`config.mk`:
```
export PLATFORM = sky130hd
export DESIGN_NAME = http2_settings_payload_parser_core
export DESIGN_NICKNAME = d
export VERILOG_FILES = /design/src/design/hsp_pkg.sv /design/src/design/http2_settings_payload_parser_core.sv
export SDC_FILE = /design/constraint.sdc
export NUM_CORES = 1
export LEC_CHECK = 0
export BUFFER_PORTS_ARGS = -buffer_cell sky130_fd_sc_hd__buf_4
export CORE_AREA = 2 2 186 188
export DETAILED_ROUTE_END_ITERATION = 8
export DIE_AREA = 0 0 188 190
export PLACE_DENSITY = 0.57
export SETUP_SLACK_MARGIN = 0.4
export SLEW_MARGIN = 10
export SYNTH_ARGS = -nofsm -noshare
export SYNTH_HDL_FRONTEND = slang
export SYNTH_SLANG_ARGS = --single-unit
```
`constraint.sdc`:
```
create_clock -name clk_i -period 4.71 [get_ports clk_i]
set_input_delay 0.942 -clock clk_i [delete_from_list [all_inputs] [get_ports clk_i]]
set_output_delay 0.942 -clock clk_i [all_outputs]
set_load 0.05 [all_outputs]
```
`src/design/hsp_pkg.sv`:
```
// Package for the HTTP/2 SETTINGS payload parser.
// Holds the entry geometry, the setting identifiers, range limits and reset values.
// No dependencies.
`default_nettype none

package hsp_pkg;

  // Entry geometry: 16-bit identifier followed by a 32-bit value
  localparam int unsigned EntryBytes = 6;
  localparam int unsigned PosW       = 3;
  localparam int unsigned ShiftW     = 40;

  localparam logic [PosW-1:0] PosLast = PosW'(EntryBytes - 1);
  localparam logic [PosW-1:0] PosZero = '0;

  // Setting identifiers
  typedef enum logic [15:0] {
    IdHeaderTableSize    = 16'd1,
    IdEnablePush         = 16'd2,
    IdMaxConcurrentStrms = 16'd3,
    IdInitialWindowSize  = 16'd4,
    IdMaxFrameSize       = 16'd5
  } setting_id_e;

  // Range limits
  localparam logic [31:0] FrameSizeMin = 32'd16384;
  localparam logic [31:0] FrameSizeMax = 32'd16777215;

  // Reset values of the stored peer settings
  localparam logic [31:0] TableSizeReset  = 32'd4096;
  localparam logic        PushReset       = 1'b1;
  localparam logic [31:0] StreamsReset    = 32'hffff_ffff;
  localparam logic [30:0] WindowReset     = 31'd65535;
  localparam logic [23:0] FrameSizeReset  = 24'd16384;

  // Stored peer settings
  typedef struct packed {
    logic [31:0] table_size;
    logic        push;
    logic [31:0] streams;
    logic [30:0] window;
    logic [23:0] frame_size;
  } settings_t;

  localparam settings_t SettingsReset = '{
    table_size: TableSizeReset,
    push:       PushReset,
    streams:    StreamsReset,
    window:     WindowReset,
    frame_size: FrameSizeReset
  };

endpackage

`default_nettype wire

```
`src/design/http2_settings_payload_parser_core.sv`:
```
// HTTP/2 SETTINGS payload parser, top level.
// A result is registered and appears in the cycle after the final payload byte is transferred.
// Throughput: one byte per cycle; the input stalls only while a result waits unread.
// Reset: peer settings return to 4096 / 1 / 0xffffffff / 65535 / 16384, entry
// position, partial entry and the failed mark clear, and no result is pending.
// Depends on hsp_pkg.
`default_nettype none

module http2_settings_payload_parser_core (
  input  wire logic        clk_i,
  input  wire logic        rst_ni,
  // Payload byte channel
  input  wire logic        in_valid_i,
  output logic             in_ready_o,
  input  wire logic [7:0]  data_byte_i,
  input  wire logic        last_i,
  // Result channel
  output logic             out_valid_o,
  input  wire logic        out_ready_i,
  output logic             status_o,
  output logic [31:0]      tbl_size_o,
  output logic             push_en_o,
  output logic [31:0]      stream_limit_o,
  output logic [30:0]      win_size_o,
  output logic [23:0]      frame_limit_o
);

  // Parser state
  hsp_pkg::settings_t                settings_q, settings_d;
  logic [hsp_pkg::PosW-1:0]          pos_q, pos_d;
  logic [hsp_pkg::ShiftW-1:0]        shift_q, shift_d;
  logic                              failed_q, failed_d;

  // Result register
  logic                              out_valid_q, out_valid_d;
  logic                              status_q, status_d;
  hsp_pkg::settings_t                result_q, result_d;

  logic        in_fire;
  logic        entry_done;
  logic [15:0] ident;
  logic [31:0] value;
  logic        bad_value;
  logic        failed_entry;
  logic [hsp_pkg::PosW-1:0] pos_next;

  // Accept a byte whenever the result slot is free or being drained
  assign in_ready_o = !out_valid_q || out_ready_i;
  assign in_fire    = in_valid_i && in_ready_o;

  // Split the completed entry
  assign entry_done = (pos_q == hsp_pkg::PosLast);
  assign ident      = shift_q[39:24];
  assign value      = {shift_q[23:0], data_byte_i};

  // Range check of the completed entry
  always_comb begin
    bad_value = 1'b0;
    unique case (ident)
      hsp_pkg::IdEnablePush:        bad_value = (value > 32'd1);
      hsp_pkg::IdInitialWindowSize: bad_value = value[31];
      hsp_pkg::IdMaxFrameSize:      bad_value = (value < hsp_pkg::FrameSizeMin) ||
                                                (value > hsp_pkg::FrameSizeMax);
      default:                      bad_value = 1'b0;
    endcase
  end

  assign failed_entry = failed_q || (entry_done && bad_value);
  assign pos_next     = entry_done ? hsp_pkg::PosZero : pos_q + 1'b1;

  // Apply entries, advance the position, and build the result on the last byte
  always_comb begin
    settings_d  = settings_q;
    pos_d       = pos_q;
    shift_d     = shift_q;
    failed_d    = failed_q;
    out_valid_d = out_valid_q && !out_ready_i;
    status_d    = status_q;
    result_d    = result_q;

    if (in_fire) begin
      if (entry_done) begin
        if (!failed_q && !bad_value) begin
          unique case (ident)
            hsp_pkg::IdHeaderTableSize:    settings_d.table_size = value;
            hsp_pkg::IdEnablePush:         settings_d.push       = value[0];
            hsp_pkg::IdMaxConcurrentStrms: settings_d.streams    = value;
            hsp_pkg::IdInitialWindowSize:  settings_d.window     = value[30:0];
            hsp_pkg::IdMaxFrameSize:       settings_d.frame_size = value[23:0];
            default:                       settings_d            = settings_q;
          endcase
        end
        shift_d = '0;
      end else begin
        shift_d = {shift_q[hsp_pkg::ShiftW-9:0], data_byte_i};
      end
      pos_d    = pos_next;
      failed_d = failed_entry;

      if (last_i) begin
        out_valid_d = 1'b1;
        status_d    = failed_entry || (pos_next != hsp_pkg::PosZero);
        result_d    = settings_d;
        pos_d       = hsp_pkg::PosZero;
        shift_d     = '0;
        failed_d    = 1'b0;
      end
    end
  end

  // Control and settings registers
  always_ff @(posedge clk_i or negedge rst_ni) begin
    if (!rst_ni) begin
      settings_q  <= hsp_pkg::SettingsReset;
      pos_q       <= hsp_pkg::PosZero;
      shift_q     <= '0;
      failed_q    <= 1'b0;
      out_valid_q <= 1'b0;
    end else begin
      settings_q  <= settings_d;
      pos_q       <= pos_d;
      shift_q     <= shift_d;
      failed_q    <= failed_d;
      out_valid_q <= out_valid_d;
    end
  end

  // Result payload, no reset needed
  always_ff @(posedge clk_i) begin
    status_q <= status_d;
    result_q <= result_d;
  end

  assign out_valid_o    = out_valid_q;
  assign status_o       = status_q;
  assign tbl_size_o     = result_q.table_size;
  assign push_en_o      = result_q.push;
  assign stream_limit_o = result_q.streams;
  assign win_size_o     = result_q.window;
  assign frame_limit_o  = result_q.frame_size;

  // Checks
  a_pos_range: assert property (@(posedge clk_i) disable iff (!rst_ni)
    pos_q <= hsp_pkg::PosLast)
    else $error("entry position out of range");

  a_frame_size_range: assert property (@(posedge clk_i) disable iff (!rst_ni)
    out_valid_o |-> (frame_limit_o >= hsp_pkg::FrameSizeMin[23:0]))
    else $error("reported max frame size below minimum");

  a_last_clears: assert property (@(posedge clk_i) disable iff (!rst_ni)
    (in_fire && last_i) |=> (out_valid_o && pos_q == hsp_pkg::PosZero && !failed_q &&
                             shift_q == '0))
    else $error("frame end did not produce a result or clear parser state");

  a_no_spurious_result: assert property (@(posedge clk_i) disable iff (!rst_ni)
    (!out_valid_q && !(in_fire && last_i)) |=> !out_valid_o)
    else $error("result appeared without a final byte");

endmodule

`default_nettype wire

```
== Word-level counts from Yosys, hierarchy flattened ==
Cells that the tools add are included.

* $add $sub $neg: 1
* Order comparisons: 3
* Equal/unequal tests: 6
* Multiplexer cells: 15
* Reduce and logical (&&, ||, !) cells: 14

{| class="wikitable"
|+ Operator list
! operator !! number
|-
| 120-bit 2-to-1 mux || 2
|-
| 40-bit 2-to-1 mux || 2
|-
| 32-bit 2-to-1 mux || 2
|-
| 16-bit by 2-bit == test with 1-bit output (second input constant) || 2
|-
| 16-bit by 3-bit == test with 1-bit output (second input constant) || 2
|-
| 32-bit by 1-bit > comparator with 1-bit output (second input constant) || 1
|-
| 32-bit by 24-bit > comparator with 1-bit output (second input constant) || 1
|-
| 32-bit by 15-bit < comparator with 1-bit output (second input constant) || 1
|-
| 31-bit 2-to-1 mux || 1
|-
| 24-bit 2-to-1 mux || 1
|-
| 16-bit by 1-bit == test with 1-bit output (second input constant) || 1
|-
| 3-bit 2-to-1 mux || 2
|-
| 1-bit logical AND || 4
|-
| 1-bit logical NOT || 4
|-
| 1-bit logical OR || 4
|-
| 1-bit 2-to-1 mux || 4
|-
| 3-bit by 1-bit adder with 3-bit output (second input constant) || 1
|-
| 3-bit == test (second input constant) || 1
|-
| 1-bit one-hot mux with 3 select lines || 1
|-
| 3-bit nonzero test || 1
|-
| 2-bit AND reduction || 1
|}

* Flip-flop bits (word level): 286

== Depth between registers and ports, before layout ==
Gate-level depths: netlist of the first run.

* Word-level depth: 7
* Gate-level depth with buffers: 7
* Depth with buffers taken out: 5

== Worst setup path before layout of the first run ==
No wires, ideal clock.

* Path kind: input to register
* From: input out_ready_i
* To: register result_q (netlist bit frame_limit_o[0]) (enable)
* Setup time: 0.474 ns
* Data arrival time: 4.076 ns
* Data required time: 4.236 ns
* Slack: 0.160 ns
* Stages on the path: 4
* Buffers on the path: 0
* Cell sequence: nand2b_1 -> and2_1 -> nand2_1 -> inv_1

* Word-level cells in the longest chain between the ends: 3

{| class="wikitable"
|+ RTL lines
! what !! RTL line !! text
|-
| start, declared || http2_settings_payload_parser_core.sv:19 || <nowiki>input wire logic out_ready_i,</nowiki>
|-
| 1-bit logical OR || http2_settings_payload_parser_core.sv:48 || <nowiki>assign in_ready_o = !out_valid_q || out_ready_i;</nowiki>
|-
| 1-bit logical AND || http2_settings_payload_parser_core.sv:49 || <nowiki>assign in_fire = in_valid_i && in_ready_o;</nowiki>
|-
| 2-bit AND reduction (no line) || n/a ||
|-
| end signal, assigned || http2_settings_payload_parser_core.sv:131 || <nowiki>result_q <= result_d;</nowiki>
|-
| end, declared || http2_settings_payload_parser_core.sv:37 || <nowiki>hsp_pkg::settings_t result_q, result_d;</nowiki>
|}

Every way passes these cells.
A chain may end at the register's enable or synchronous reset.

== Worst setup path after layout of the first run ==
* From: register shift_q[33] (netlist bit)
* To: register result_q (netlist bit win_size_o[12]), data pin

* Word-level cells in the longest chain between the ends: 6
* Elaborated cells on any way between the ends: 9
* Classes of those cells: eq/ne (3); mux (4); reduce/logical (2)

{| class="wikitable"
|+ RTL lines
! what !! RTL line !! text
|-
| start, declared || http2_settings_payload_parser_core.sv:31 || <nowiki>logic [hsp_pkg::ShiftW-1:0] shift_q, shift_d;</nowiki>
|-
| start signal, assigned || http2_settings_payload_parser_core.sv:122 || <nowiki>shift_q <= shift_d;</nowiki>
|-
| 16-bit by 3-bit == test with 1-bit output, or another cell as far along || http2_settings_payload_parser_core.sv:59 || <nowiki>unique case (ident)</nowiki>
|-
| 1-bit one-hot mux with 3 select lines || http2_settings_payload_parser_core.sv:59 ||
|-
| 1-bit logical NOT || http2_settings_payload_parser_core.sv:83 || <nowiki>if (!failed_q && !bad_value) begin</nowiki>
|-
| 1-bit logical AND || http2_settings_payload_parser_core.sv:83 ||
|-
| 120-bit 2-to-1 mux * || http2_settings_payload_parser_core.sv:83 ||
|-
| 120-bit 2-to-1 mux * || http2_settings_payload_parser_core.sv:82 || <nowiki>if (entry_done) begin</nowiki>
|}

Mark *: on every way between the ends. The rest lies on a longest branch, timed or not.

==> metrics.md, run 1 <==
| Metric | Value |
|---|---|
| Most common cell in the netlist | mux2_2 |
| CTS tree | built |
| Critical path type | register to register |
| Area Growth Syn to Fin | 22.20% |
| Clock buffer depth | 3 |
| Sum of negative setup slack | 0 ps |
| Fmax | 305.0 MHz |
| Setup Skew | 16.39 ps |
| GRT Util Overall | 0.1431 |
| # setup viols final | 0 |
| RSZ-0062 raised after global routing | no |
| Synth top area share | 0.3120 |
| Die Ht | 190 um |
| Number of global-route vias before repair | 6423 |
| Pwr/cell area | 411.5 nW/um^2 |
| Maxcap violations | 0 |
| Worst-Margin Slew | 1174 ps |
| Netlist cell types | 39 |
| WL/cell | 19.56 um |
| Yosys reg bits | 286 |
| Filler Cells Inserted | 3043 |
| Total routed wirelength | 25.41 mm |
| Critical Path RT | 4950 ps |
| CTS buffer count | 34 |
| Final period util | 0.6961 |
| H-tree levels | 2 |
| Post-CTS Setup Inserts | 0 |
| DR iter-0 viols | 251 |
| Worst Path Max Fanout | 31 |
| Hold buffer count at cts | 0 |
| Outcome | finished, final reports clean |
| Most common flop cell mapped by yosys | edfxtp_1 |
| Syn_nets | 714 |
| Synth area leader | edfxtp_1 |
| Antenna-violating nets left | 0 |
| Fin worst setup slack | 1431 ps |
| Largest net degree at the start of global routing | 86 |
| Synthesis Warnings | 0 |
| Final net count | 832 |
| PostCTS Resize Cnt | 0 |
| Max IR drop VDD | 0.3389 mV |
| Vias | 6292 |
| Startpoint Class | register |
| Max_slew headroom | 0.2174 |
| Rows | 68 |
| Final global-route overflow total | 0 |
| Mapped cell area | 11650 sq um |
| Die area | 35720 sq um |
| Hold Path Class | register to register |
| Initial antenna violation count | 0 |
| Post-synth EDFFs | 121 |
| Clk root buf | clkbuf_16 |
| Hold Violations, Final | 0 |
| Share of cells above drive strength 1 | 0.4704 |
| Die Width | 188 um |
| Starting Density | 0.3431 |
| Core box area | 33950 sq um |
| Worst-Skew Late Latency | 500 ps |
| PortBufs | 135 |
| Sequential share of the synthesized area | 0.6720 |
| LEAKAGE | 6.214 nW |
| Post-DP Area | 13060 sq um |
| Ys async rst share | 0.5769 |
| Final HPWL from detailed placement | 15.52 mm |
| Mapped Cells | 701 |
| First-pass GRT wire length | 39.39 mm |
| R2R Setup Slk | 1430 ps |
| Avg Cell Area, Syn | 16.61 sq um |
| CTS clk-pin slew, worst paths | 60 ps |
| Top cells by count, synth | 133 x mux2_2, 121 x edfxtp_1, 114 x dfrtp_1 |
| Layout Utilization | 0.4192 |
| Critical Path AT | 3510 ps |
| Pre-antenna DRT Iters | 4 |
| Gpl congestion | 0.7428 |
| Avg Vias per Cell | 4.844 |
| Critical Path End Type | register |
| # DRC | 0 |
| I/O pins | 136 |
| Clock sink count | 286 |
| Minimum clock period | 3279 ps |
| Cells taking the most area after synthesis | edfxtp_1 31%, dfrtp_1 24%, mux2_2 13% |
| Ant. Diodes | 0 |
| Slew Limit Fails | 0 |
| Finished layout cell area | 14230 sq um |
| Place WS | 1426 ps |
final timing paths:
kind                                start              to  cells past startpoint
max                           shift_q[33]  win_size_o[12]                      5
min                        settings_q[89]  settings_q[89]                      1
max reg2reg                   shift_q[33]  win_size_o[12]                      5
min reg2reg                settings_q[89]  settings_q[89]                      1
max in group asynchronous          rst_ni  settings_q[86]                      2
min in group asynchronous          rst_ni  settings_q[10]                      1
per-layer routing:
metal,vias to the layer above,track usage,wire length [um]
li1,2846,-,-
met1,3245,0.2025,12060
met2,164,0.2268,11830
met3,37,0.02453,1001
met4,0,0.04058,518
met5,-,0,0
registers in the layout (all words and copies together), names as in the netlist, 3 cells and up:
register        cells
pos_q               3
frame_limit_o      24
shift_q            40
win_size_o         31
stream_limit_o     32
tbl_size_o         32
settings_q        120
final cells by class:
class	count	area, sq um	area share
clock buffers	44	949.7	0.06673
clock inverters	17	220.2	0.01547
inverters	1	7.507	0.0005275
multi-input cells	350	3546	0.2492
flip-flops and latches	286	7826	0.5499
well taps	455	569.3	0.04000
repair buffers	146	1112	0.07816
per-stage QoR:
stage	hold WS [ps]	std cells	total power, mW
4_1_cts	483.5	1299	5.941
3_5_place_dp	470.8	1238	3.204
3_3_place_gp	463.2	1238	3.203
6_report	481.5	1299	5.857
2_1_floorplan	450.3	701	3.040
5_1_grt	494.1	1299	6.065
worst max-delay path: stages (launching register included):
cell and delay [ps]:
dfrtp_1 390, nor4_2 310, nand3_1 240, nor4_1 720, nor2b_4 910, mux2_2 420
kinds of logic after synthesis:
family / share of synthesized area
flops: 0.6720
simple gates: 0.02793
mux: 0.2330
compound gates: 0.03910
buf+inv: 0.02793
cells in the final DEF, fill, tap and decap left out, types with 7 or more instances in the layout:
master / instances
buf_4: 144
nand2_1: 7
nor2_1: 9
edfxtp_1: 121
dfstp_2: 51
a22o_1: 41
clkbuf_16: 35
mux2_2: 133
nor4_1: 7
mux2_1: 108
nor3_1: 8
dfrtp_1: 114
power breakdown:
part           total [mW]  internal, mW  switching (mW)
clock                2.70          1.70            1.00
sequential           2.78          2.68          0.0941
combinational       0.378         0.107           0.270
Note: power is estimated with default switching activity, not from simulation.
==> run 2: changes to the inputs <==
Settings changed: ABC_AREA from default to 1, CORE_AREA 2 2 186 188 to 2 2 199 201, DIE_AREA 0 0 188 190 to 0 0 201 203, PLACE_DENSITY 0.57 to 0.58.
Clock period 4.71 ns to 2.85 ns, I/O delays scaled along.
==> run 2 against run 1 <==
  * Non-clock buffer count increased by 33
  * Sequential cell count stayed put
  * Hold slack lost 420 ps
  * Utilization is 0.14 points higher
  * Global-route usage up 4.0 points
  * Largest power group unchanged
==> metrics.md, run 2 <==
| Metric | Value |
|---|---|
| Critical Path End Type | register |
| Largest register FFs | 120 |
| Post-synth EDFFs | 121 |
| Clock sink count | 286 |
| Cells taking the most area after synthesis | edfxtp_1 27%, dfrtp_1 21%, nand2_1 12% |
| Mapped Cells | 1478 |
| Critical Path AT | 2660 ps |
| PortBufs | 135 |
| I/O pins | 136 |
| Die Width | 201 um |
| Avg Vias per Cell | 5.004 |
| Biggest register | settings_q |
| LEAKAGE | 7.563 nW |
| # DRC | 0 |
| Mapped cell area | 13380 sq um |
| Synth area leader | edfxtp_1 |
| CTS buffer count | 34 |
| H-tree levels | 2 |
| Vias | 10750 |
| Setup Skew | 15.23 ps |
| Most frequent cells in the layout | 411 x nand2_1, 169 x inv_1, 167 x nand3_1, 165 x buf_4, 122 x nand4_1 |
| Reg area | 7828 sq um |
| Fmax | 433.5 MHz |
| Initial antenna violation count | 1 |
| Syn_nets | 1491 |
| Worst Path Max Fanout | 20 |
| Die area | 40800 sq um |
| Pre-antenna DRT Iters | 5 |
| # placed instances | 2083 |
| Final global-route overflow total | 0 |
| Top cells by count, synth | 413 x nand2_1, 172 x inv_1, 167 x nand3_1 |
| Worst Hold Slack | 58.49 ps |
| Final HPWL from detailed placement | 23.77 mm |
| Synthesis Warnings | 0 |
| Clock buffer depth | 3 |
| Synth top area share | 0.2716 |
| Most common flop cell mapped by yosys | edfxtp_1 |
| Hold Path Class | input pin to asynchronous set/reset pin |
| Worst-Margin Slew | 677.6 ps |
| Die Ht | 203 um |
| Top Registers | settings_q x120, shift_q x40 |
| Antenna-violating nets left | 0 |
| Critical Path RT | 3200 ps |
| Outcome | finished, final reports clean |
| Netlist cell types | 25 |
| Sequential share of the synthesized area | 0.5851 |
| GRT Util Overall | 0.1833 |
| Yosys reg bits | 286 |
| Maxcap violations | 0 |
| Clk root buf | clkbuf_16 |
| WL/cell | 17.78 um |
| Hold buffer count at cts | 0 |
| CTS tree | built |
| RSZ-0062 raised after global routing | no |
| Ys async rst share | 0.5769 |
| Multi-input logic area | 4474 sq um |
| Largest net degree at the start of global routing | 92 |
| Startpoint Class | register |
| DR iter-0 viols | 712 |
| # setup viols final | 0 |
| Slowest stage delay, CP | 410 ps |
| Pwr/cell area | 757.1 nW/um^2 |
| Area Growth Syn to Fin | 20.96% |
| Share of cells above drive strength 1 | 0.1872 |
| Hold Violations, Final | 0 |
| Rows | 72 |
| Worst-Skew Late Latency | 520 ps |
| Filler Cells Inserted | 3718 |
| CTS clk-pin slew, worst paths | 60 ps |
| Max IR drop VDD | 0.4138 mV |
| Final period util | 0.8095 |
| Final net count | 1617 |
| Gpl congestion | 0.7861 |
| Fin cells | 2148 |
| Most common cell in the netlist | nand2_1 |
| Critical path type | register to register |
| First-pass GRT wire length | 58.56 mm |
| CP max stage cell | nor2_4 |
| Number of global-route vias before repair | 10100 |
| Core box area | 38470 sq um |
| Max_slew headroom | 0.5482 |
| Commonest non-fill, non-tap cell in the layout | nand2_1 |
| Total routed wirelength | 38.18 mm |
| Avg Cell Area, Syn | 9.050 sq um |
| R2R Setup Slk | 540 ps |
| Cell chain of the critical path | inv_1 -> nand4_2 -> nor2_4 -> nand2_2 -> nor2_4 -> nand4_2 -> buf_4 -> nand2_1 -> and2_1 |
| Starting Density | 0.3477 |
| Minimum clock period | 2307 ps |
| Slew Limit Fails | 0 |
==> run 2: cells by family after synthesis <==
group,after synthesis,synth area share
compound gates,44,0.01674
flops,286,0.5851
simple gates,878,0.3145
buf+inv,270,0.08371
==> run 2: layer usage <==
layer / part of all wire / up-vias / track usage
li1: - / 5089 / -
met1: 0.46 / 5226 / 0.2622
met4: 0.028 / 0 / 0.05608
met2: 0.45 / 366 / 0.2818
met3: 0.065 / 67 / 0.03483
met5: 0 / - / 0
==> run 2: layout make-up <==
class                      instances  share of cell area
sequential                       286              0.4838
multi-input combinational        922              0.2765
timing repair buffer             179             0.09395
clock buffer                      45             0.05645
inverter                         181             0.04299
tap                              518             0.04006
clock inverter                    16            0.006109
antenna                            1           0.0001547
==> run 2: final timing paths <==
path | end | start | depth (start not counted)
max in group asynchronous | settings_q[56] | rst_ni | 2
worst max-delay path | stream_limit_o[11] | shift_q[39] | 9
worst min-delay path | settings_q[101] | rst_ni | 1
worst max register to register | stream_limit_o[11] | shift_q[39] | 9
worst min register to register | settings_q[68] | settings_q[68] | 2
min in group clk_i | shift_q[1] | data_byte_i[1] | 3
==> run 2: worst max-delay path, delay by kind of cell, from the launching register on <==
kind	cells	cell delay, ps
buffers and inverters	2	340
and+or+nand+nor	7	1430
DFF	1	370
==> run 2: stage by stage <==
stage                 util  instance area (sq um)  setup slack (ps)  TNS (ps)  total power, mW
finish              0.4206                  16180             543.0         0            12.25
global route        0.4206                  16180             410.9         0            12.88
CTS                 0.4190                  16120             538.1         0            12.32
detailed placement  0.3927                  15110             322.7         0            8.267
global placement    0.3927                  15110             295.1         0            8.186
floorplan                -                  13440            -442.9    -54230            7.441
==> run 2: where the power goes <==
| group | internal, mW | total (mW) | switching [mW] |
|---|---|---|---|
| Clock | 2.34 | 4.04 | 1.70 |
| Sequential | 5.20 | 5.53 | 0.328 |
| Combinational | 0.910 | 2.67 | 1.76 |
| Total | 8.46 | 12.3 | 3.79 |
==> run 2: what timing repair did <==
| action | in CTS | in global routing |
|---|---|---|
| buffers inserted | 0 | 1 |
| gates resized for setup | 0 | 2 |
| endpoints found under the setup margin | 0 | 40 |
==> run 3: changes to the inputs <==
Settings changed: ABC_AREA 1 to 0, CORE_AREA 2 2 199 201 to 2 2 186 188, DIE_AREA 0 0 201 203 to 0 0 188 190, PLACE_DENSITY 0.58 to 0.57.
Clock period 2.85 ns to 2.4 ns, I/O delays scaled along.
==> run 3 against run 2 <==
  * First-iteration DRC count shrank 42%
  * Largest cell class unchanged
  * Clock skew is 7.6 ps higher
  * Cell area rose by 0.30%
  * Clock power increased by 15%
  * Global-route usage shrank 2.1 points
  * Routed wire length decreased by 22%
  * Utilization grew 5.7 points
==> metrics.md, run 3 (synthesized netlist as in run 1, its figures left out) <==
| Metric | Value |
|---|---|
| Worst Hold Slack | 217.1 ps |
| Worst-Skew Late Latency | 570 ps |
| Pwr/cell area | 682.5 nW/um^2 |
| Number of global-route vias before repair | 6955 |
| GRT Util Overall | 0.1622 |
| CTS tree | built |
| R2R Setup Slk | 90 ps |
| Most frequent cells in the layout | 189 x buf_4, 181 x mux2_4, 121 x edfxtp_1, 110 x dfrtp_1, 51 x dfstp_2 |
| Pint | 8.278 mW |
| # DRC | 0 |
| Final HPWL from detailed placement | 17.05 mm |
| Worst Hold End | out_valid_o |
| Worst Path Max Fanout | 8 |
| LEAKAGE | 7.081 nW |
| Area Growth Syn to Fin | 39.35% |
| Outcome | finished, final reports clean |
| PortBufs | 135 |
| Ant. Diodes | 0 |
| Hold Violations, Final | 0 |
| Sw Pwr | 2.798 mW |
| Reg power frac | 0.483 |
| Core box area | 33950 sq um |
| Largest net degree at the start of global routing | 64 |
| R2r endpoint | tbl_size_o[20] |
| Maxcap violations | 0 |
| Final net count | 927 |
| CTS clk-pin slew, worst paths | 60 ps |
| Top Registers | settings_q x120, shift_q x40 |
| Finished layout cell area | 16230 sq um |
| Combinational fraction of design power | 0.096 |
| Reg-to-reg critical path startpoint | shift_q[34] |
| Die Width | 188 um |
| Hold path cells | 3 |
| H-tree levels | 1 |
| Gpl congestion | 0.7957 |
| Critical Path End Type | register |
| Pre-antenna DRT Iters | 4 |
| Post-DP Area | 14240 sq um |
| Critical Path RT | 2700 ps |
| Die Ht | 190 um |
| Largest register FFs | 120 |
| Clk pwr share | 0.421 |
| Clock sink count | 286 |
| Worst-Margin Slew | 604.0 ps |
| Rows | 68 |
| Sw frac | 0.2526 |
| WL/cell | 21.32 um |
| Initial antenna violation count | 0 |
| CTS buffer count | 31 |
| Starting Density | 0.3431 |
| Final period util | 0.9625 |
| Biggest register | settings_q |
| Fmax | 432.9 MHz |
| DR iter-0 viols | 413 |
| Max_slew headroom | 0.5973 |
| RSZ-0062 raised after global routing | yes |
| Share of cells above drive strength 1 | 0.6337 |
| Clk root buf | clkbuf_16 |
| Critical Path AT | 2610 ps |
| Filler Cells Inserted | 2884 |
| Slew Limit Fails | 0 |
| Vias | 6736 |
| Avg Vias per Cell | 4.832 |
| Hold Path Class | input pin to register |
| Final global-route overflow total | 0 |
| PnR Total Power | 11.08 mW |
| Worst reg2reg path depth | 7 |
| Clock buffer depth | 3 |
| Max IR drop VDD | 0.5470 mV |
| Setup Skew | 22.80 ps |
| Total routed wirelength | 29.73 mm |
| # setup viols final | 0 |
| Sum of negative setup slack | 0 ps |
| Critical path type | register to register |
| Die area | 35720 sq um |
| Hold Startpoint | out_ready_i |
| I/O pins | 136 |
| Commonest non-fill, non-tap cell in the layout | buf_4 |
| First-pass GRT wire length | 43.88 mm |
| Minimum clock period | 2310 ps |
| Startpoint Class | register |
| Antenna-violating nets left | 0 |
## run 3: changes by cell type in the layout (fill, tap and decap cells not counted), moves of 38 or more
cell | previous run | this run
and2_1 | 119 | 0
a22o_1 | 0 | 41
inv_1 | 169 | 0
mux2_4 | 0 | 181
nand2_1 | 411 | 4
o21ai_0 | 40 | 2
nand4_1 | 122 | 2
nand3_1 | 167 | 1
## run 3: final cells by class
class / count / area (sq um) / area share
clock inverters: 22 / 182.7 / 0.01126
repair buffers: 244 / 2464 / 0.1518
multi-input cells: 350 / 4360 / 0.2687
clock buffers: 36 / 814.5 / 0.05019
inverters: 1 / 7.507 / 0.0004626
well taps: 455 / 569.3 / 0.03508
flip-flops and latches: 286 / 7831 / 0.4825
## run 3: how the worst max path moves through the flow
| stage | endpoint | cells after the start | startpoint | slack [ps] |
|---|---|---|---|---|
| detailed placement | settings_q[29] | 7 | data_byte_i[6] | 20 |
| global placement | settings_q[32] | 7 | data_byte_i[6] | 40 |
| finish | tbl_size_o[20] | 7 | shift_q[34] | 90 |
| CTS | stream_limit_o[27] | 6 | shift_q[34] | 130 |
| global route | tbl_size_o[16] | 7 | shift_q[34] | 20 |
| floorplan | frame_limit_o[0] | 4 | out_valid_o | -730 |
## run 3: what timing repair did
action / CTS / global route
buffers inserted: 27 / 3
hold endpoints to repair: 75 / 0
gates cloned: 10 / 5
setup endpoints to repair: 239 / 281
pin swaps: 10 / 7
gates resized for setup: 53 / 30
hold buffers: 1 / 0
## run 3: power by group through the flow
stage               logic [mW]  clock network [mW]  registers, mW
finish                    1.07                4.66           5.35
global route              1.13                5.00           5.36
CTS                       1.06                4.77           5.34
detailed placement        1.02                   0           5.43
global placement          1.01                   0           5.43
floorplan                0.341                   0           5.68
## run 3: worst max-delay path: stages, from the launching register on
cell	delay, ps
dfrtp_1	400
nor4_4	320
nand3_2	160
or3_4	430
nor2_4	140
buf_6	140
buf_12	140
mux2_4	300
## run 3: per-stage QoR
stage,util,worst slack (ps),cells
2_1_floorplan,-,-730.8,701
3_3_place_gp,0.4196,38.44,1290
3_5_place_dp,0.4196,16.90,1290
4_1_cts,0.4703,129.5,1386
5_1_grt,0.4781,20.52,1394
6_report,0.4781,90.01,1394
## run 3: routing by layer
| layer | vias up | part of all wire | GRT usage |
|---|---|---|---|
| li1 | 3038 | - | - |
| met1 | 3522 | 0.47 | 0.2366 |
| met2 | 152 | 0.48 | 0.2592 |
| met3 | 24 | 0.040 | 0.02361 |
| met4 | 0 | 0.0094 | 0.03119 |
| met5 | - | 0 | 0 |
